File: src/design/sea_pkg.sv
package sea_pkg;

	localparam logic ACT_ALLOC = 1'b0;
	localparam logic ACT_FREE  = 1'b1;

	localparam logic [1:0] KIND_GC     = 2'd0;
	localparam logic [1:0] KIND_MALLOC = 2'd1;

	localparam logic [1:0] CFG_TOTAL  = 2'd0;
	localparam logic [1:0] CFG_GC     = 2'd1;
	localparam logic [1:0] CFG_MALLOC = 2'd2;

	typedef enum logic [2:0] {
		ST_OK       = 3'd0,
		ST_BAD_SIZE = 3'd1,
		ST_TOTAL    = 3'd2,
		ST_TYPE     = 3'd3,
		ST_NO_ENTRY = 3'd4,
		ST_BAD_FREE = 3'd5
	} sea_status_t;

	typedef struct packed {
		logic        action;
		logic [1:0]  slice_kind;
		logic [31:0] request_bytes;
		logic [7:0]  free_index;
	} sea_in_t;

	typedef struct packed {
		sea_status_t status;
		logic [7:0]  granted_index;
		logic [31:0] released_bytes;
		logic [31:0] total_in_use;
		logic [31:0] gc_in_use;
		logic [31:0] malloc_in_use;
	} sea_out_t;

	// byte counters or quotas, one per accounting class
	typedef struct packed {
		logic [31:0] total;
		logic [31:0] gc;
		logic [31:0] malloc;
	} sea_bytes_t;

	// descriptor record
	typedef struct packed {
		logic        busy;
		logic [1:0]  kind;
		logic [31:0] bytes;
	} sea_ent_t;

	typedef struct packed {
		logic     link_we;
		logic     ent_we;
		sea_ent_t ent_wdata;
	} sea_wr_t;

endpackage

File: src/design/sea_calc.sv
module sea_calc #(
	parameter int          ENTRIES   = 256,
	parameter logic [31:0] MIN_BYTES = 32'd4096,
	parameter logic [31:0] MAX_BYTES = 32'd16777216
) (
	input  sea_pkg::sea_in_t                  req,
	input  logic [$clog2(ENTRIES+1)-1:0]      head,
	input  logic [$clog2(ENTRIES+1)-1:0]      fresh,
	input  logic [$clog2(ENTRIES+1)-1:0]      link_rd,
	input  sea_pkg::sea_bytes_t               cnt,
	input  sea_pkg::sea_bytes_t               quota,
	input  sea_pkg::sea_ent_t                 ent_rd,
	output sea_pkg::sea_out_t                 res,
	output sea_pkg::sea_bytes_t               cnt_nx,
	output logic [$clog2(ENTRIES+1)-1:0]      head_nx,
	output logic [$clog2(ENTRIES+1)-1:0]      fresh_nx,
	output sea_pkg::sea_wr_t                  wr,
	output logic [$clog2(ENTRIES)-1:0]        link_waddr,
	output logic [$clog2(ENTRIES+1)-1:0]      link_wdata,
	output logic [$clog2(ENTRIES)-1:0]        ent_waddr
);
	import sea_pkg::*;

	localparam int HW = $clog2(ENTRIES + 1);
	localparam int IW = $clog2(ENTRIES);

	function automatic logic [31:0] sub_sat(input logic [31:0] a, input logic [31:0] b);
		sub_sat = (a >= b) ? (a - b) : 32'd0;
	endfunction

	logic [32:0]   tot_sum;
	logic [32:0]   gc_sum;
	logic [32:0]   mal_sum;
	logic          size_bad;
	logic          tot_ok;
	logic          gc_ok;
	logic          mal_ok;
	logic          empty;
	logic          from_fresh;
	logic          fidx_ok;
	logic          busy;
	logic [HW-1:0] fidx_h;
	logic [HW-1:0] pop_next;

	assign tot_sum  = {1'b0, cnt.total} + {1'b0, req.request_bytes};
	assign gc_sum   = {1'b0, cnt.gc} + {1'b0, req.request_bytes};
	assign mal_sum  = {1'b0, cnt.malloc} + {1'b0, req.request_bytes};
	assign tot_ok   = tot_sum <= {1'b0, quota.total};
	assign gc_ok    = gc_sum <= {1'b0, quota.gc};
	assign mal_ok   = mal_sum <= {1'b0, quota.malloc};
	assign size_bad = (req.request_bytes < MIN_BYTES) || (req.request_bytes > MAX_BYTES);

	assign empty      = head == HW'(ENTRIES);
	// entries at or above the fill mark were never handed out, so their link is implicit
	assign from_fresh = head == fresh;
	assign pop_next   = from_fresh ? (head + HW'(1)) : link_rd;

	assign fidx_ok = 32'(req.free_index) < 32'(ENTRIES);
	assign fidx_h  = HW'(req.free_index);
	assign busy    = fidx_ok && (fidx_h < fresh) && ent_rd.busy;

	always_comb begin
		res                = '0;
		res.status         = ST_OK;
		cnt_nx             = cnt;
		head_nx            = head;
		fresh_nx           = fresh;
		wr                 = '0;
		wr.ent_wdata       = ent_rd;
		ent_waddr          = head[IW-1:0];
		link_waddr         = IW'(req.free_index);
		link_wdata         = head;
		if (req.action == ACT_ALLOC) begin
			if (size_bad) begin
				res.status = ST_BAD_SIZE;
			end else if (!tot_ok) begin
				res.status = ST_TOTAL;
			end else if ((req.slice_kind == KIND_GC) && !gc_ok) begin
				res.status = ST_TYPE;
			end else if ((req.slice_kind == KIND_MALLOC) && !mal_ok) begin
				res.status = ST_TYPE;
			end else if (empty) begin
				res.status = ST_NO_ENTRY;
			end else begin
				head_nx = pop_next;
				if (from_fresh) begin
					fresh_nx = fresh + HW'(1);
				end
				wr.ent_we             = 1'b1;
				wr.ent_wdata.busy     = 1'b1;
				wr.ent_wdata.kind     = req.slice_kind;
				wr.ent_wdata.bytes    = req.request_bytes;
				cnt_nx.total          = tot_sum[31:0];
				if (req.slice_kind == KIND_GC) begin
					cnt_nx.gc = gc_sum[31:0];
				end else if (req.slice_kind == KIND_MALLOC) begin
					cnt_nx.malloc = mal_sum[31:0];
				end
				res.granted_index = 8'(head);
			end
		end else begin
			if (!busy) begin
				res.status = ST_BAD_FREE;
			end else begin
				// push back on the list head; record keeps kind and size, only busy drops
				wr.ent_we         = 1'b1;
				wr.ent_wdata.busy = 1'b0;
				ent_waddr         = IW'(req.free_index);
				wr.link_we        = 1'b1;
				head_nx           = fidx_h;
				cnt_nx.total      = sub_sat(cnt.total, ent_rd.bytes);
				if (ent_rd.kind == KIND_GC) begin
					cnt_nx.gc = sub_sat(cnt.gc, ent_rd.bytes);
				end else if (ent_rd.kind == KIND_MALLOC) begin
					cnt_nx.malloc = sub_sat(cnt.malloc, ent_rd.bytes);
				end
				res.released_bytes = ent_rd.bytes;
			end
		end
		res.total_in_use  = cnt_nx.total;
		res.gc_in_use     = cnt_nx.gc;
		res.malloc_in_use = cnt_nx.malloc;
	end

endmodule

File: config.mk
export PLATFORM = sky130hd
export DESIGN_NAME = sea_calc
export DESIGN_NICKNAME = d
export VERILOG_FILES = /design/src/design/sea_pkg.sv /design/src/design/sea_calc.sv
export SDC_FILE = /design/constraint.sdc
export NUM_CORES = 1
export LEC_CHECK = 0
export ABC_AREA = 0
export CORE_AREA = 3 3 239 241
export DETAILED_ROUTE_END_ITERATION = 12
export DIE_AREA = 0 0 242 244
export DONT_BUFFER_PORTS = 1
export GPL_TIMING_DRIVEN = 0
export PLACE_DENSITY = 0.53
export REMOVE_ABC_BUFFERS = 1
export SYNTH_ARGS = -nofsm -noshare
export SYNTH_HDL_FRONTEND = slang
export SYNTH_SLANG_ARGS = --single-unit
File: constraint.sdc
create_clock -name vclk -period 10.95
set_input_delay 2.19 -clock vclk [all_inputs]
set_output_delay 2.19 -clock vclk [all_outputs]
set_load 0.005 [all_outputs]
==> flow_summary.toml <==
[floorplanning]
coreArea_mm2 = 0.0551
start_util = 0.310
design.die.area_mm2 = 0.0590
rows = 86
die-width_um = 242
die_y_um = 244
io_pins = 612

[worst_setup_path]
cp.arrival_ns = 8.42
critPathMaxStageDelay_ns = 0.64
crit_fanout = 33
cp-end-kind = "output pin"
critPathKind = "in2out"
cp-start-kind = "primary input"
critPathSlowestCell = "nor4_2"
required_ns = 8.76
crit_chain = "ha_1, fa_1, a211oi_2, o21ai_2, o2111ai_2, a2111oi_2, or2_2, nand2_1, o21ai_0, xor2_1, ha_1, nand4_1, nor4_2, nand2_1, a221oi_4, nand4_4, nor4_4, buf_6, nand2_4, and3_1, a221o_1"

[route]
post_drt_wl_per_cell_um = 27.4
finalWirelength_um = 84300
drt.antenna.violating_nets = 0
drc = 0
vias_per_cell = 6.10
drt_first_pass_iters = 6
drt-initial-drc-count = 1411
vias = 18700

[sta]
hold_violations = 0
finalSetupTns_ns = 0
max_freq_mhz = 94.2
setup_viol = 0
whs_ns = 4.38
period_minus_slack_ns = 10.61
period_share = 0.969
tightestPinTransition_ns = 1.42
relSlewSlack = 0.0487
rsz0062_at_grt = "no"
slew_viol_final = 0

[placement]
gp_congestion = 0.952
port_buffers = 0
dpl.hpwl_um = 72600

[global_route]
grt_max_degree = 70
grt_pass1_vias = 17900
antenna_found_initial = 7
grt_pass1_wl_um = 120000
track_usage = 0.266
gr-total-overflow = 0

[synth]
synth_seq_area_share = 0
yosysWarnings = 0
syn-cell-area_mm2 = 0.0171
syn_avg_cell_area_um2 = 6.85
synth_cell_types = 94
synth_cells = 2490

[finish]
regArea_um2 = 0
clock_buffers = 0
syn_to_final_growth_pct = 1.06
seq_cells = 0
nNetsFinal = 2926
fillers = 6011
drive_gt1_frac = 0.0349
multi_input_area_mm2 = 0.0151

[power]
power_density_mw_per_mm2 = 60.9
p_leak_nw = 7.77
vdd_drop_max_v = 0.0000183

[outcome]
outcome = "finished clean"

[clocking]
ctsHoldBuffers = 0

[worst_hold_path]
hp-class = "in2out"

[run]
max_cap_viol_count = 0
==> cells in the mapped netlist (all sizes together), types with 41 or more instances <==
library cell | count | area share
ha | 298 | 0.22
nand3 | 76 | 0.023
buf | 133 | 0.057
a21o | 92 | 0.040
nor3 | 41 | 0.013
clkbuf | 60 | 0.013
mux2i | 70 | 0.041
inv | 210 | 0.046
and3 | 48 | 0.018
a21oi | 265 | 0.078
a221oi | 60 | 0.032
nand4 | 50 | 0.019
nor2 | 166 | 0.037
o21ai | 133 | 0.039
xor2 | 56 | 0.029
xnor2 | 123 | 0.063
nand2 | 207 | 0.046
==> cell type report <==
cell class / instances / share of cell area
antenna: 2 / 0.000290
inverter: 211 / 0.0461
multi-input combinational: 2086 / 0.878
tap: 748 / 0.0543
timing repair buffer: 26 / 0.0215
==> cell families (layout without fill, tap and decap cells) <==
| family | Yosys count | count (layout) | synth area share |
|---|---|---|---|
| buffers and inverters | 404 | 237 | 0.116 |
| muxes | 75 | 75 | 0.0444 |
| xor gates and xnor gates | 179 | 179 | 0.0919 |
| adders and majority gates | 304 | 304 | 0.226 |
| AOI/OAI and AO/OA | 803 | 803 | 0.309 |
| and+or+nand+nor | 725 | 725 | 0.213 |
| other | 0 | 2 | 0 |
==> critical path, delay by kind of cell <==
family | cells | cell delay [ns]
and+or+nand+nor | 9 | 2.71
adders and majority gates | 3 | 0.83
buffers and inverters | 1 | 0.22
xor gates and xnor gates | 1 | 0.17
AOI/OAI and AO/OA | 7 | 2.26
==> report_power, final <==
| group | total (W) | internal, W | switching, W |
|---|---|---|---|
| Combinational | 0.00105 | 0.000404 | 0.000646 |
| Clock | 0.0000000000247 | 0.0000000000247 | 0 |
| Sequential | 0 | 0 | 0 |
| Total | 0.00105 | 0.000404 | 0.000646 |
==> what timing repair did <==
item / 4_1_cts / 5_1_grt
endpoints found under the setup margin: 178 / 92
setup buffers: 4 / 7
gates resized for setup: 4 / 2
pin swaps: 1 / 2
==> cells in the final DEF (no fill, tap or decap), drive strengths merged, types with 15 or more instances in the layout <==
cell type,synthesis,routed
a221oi,60,60
nand3,76,76
a211oi,26,26
inv,210,210
buf,133,26
o21ai,133,133
nor3,41,41
a31oi,22,22
a21oi,265,265
nor2,166,166
a21o,92,92
ha,298,298
xor2,56,56
nand2b,16,16
and3,48,48
nand4,50,50
nor2b,29,29
nor4,28,28
o21bai,30,30
xnor2,123,123
mux2i,70,70
nand2,207,207
o21a,35,35
o211ai,27,27
o31ai,15,15
==> path summary, 6_finish.rpt <==
path,from,end,cells past startpoint
hold / removal,req[0],link_waddr[0],0
setup / recovery,req[8],cnt_nx[83],21
==> per-stage QoR <==
stage / area, µm² / setup slack, ns / std cells / total power [W] / util
after floorplan: 15900 / 0.611 / 2297 / 0.000774 / -
after global placement: 16800 / -2.12 / 3045 / 0.00101 / 0.305
after detailed placement: 17100 / -0.538 / 3060 / 0.00103 / 0.310
after CTS: 17200 / 0.0548 / 3064 / 0.00104 / 0.312
after global routing: 17200 / 0.0668 / 3071 / 0.00117 / 0.313
final: 17200 / 0.339 / 3073 / 0.00105 / 0.313
==> layer usage <==
| metal | share of wire | vias to the layer above | GRT usage |
|---|---|---|---|
| li1 | - | 8766 | - |
| met4 | 0.036 | 10 | 0.0815 |
| met5 | 0.00083 | - | 0 |
| met3 | 0.085 | 122 | 0.0590 |
| met2 | 0.46 | 843 | 0.458 |
| met1 | 0.41 | 8996 | 0.331 |
Note: power is estimated with default switching activity, not from simulation.
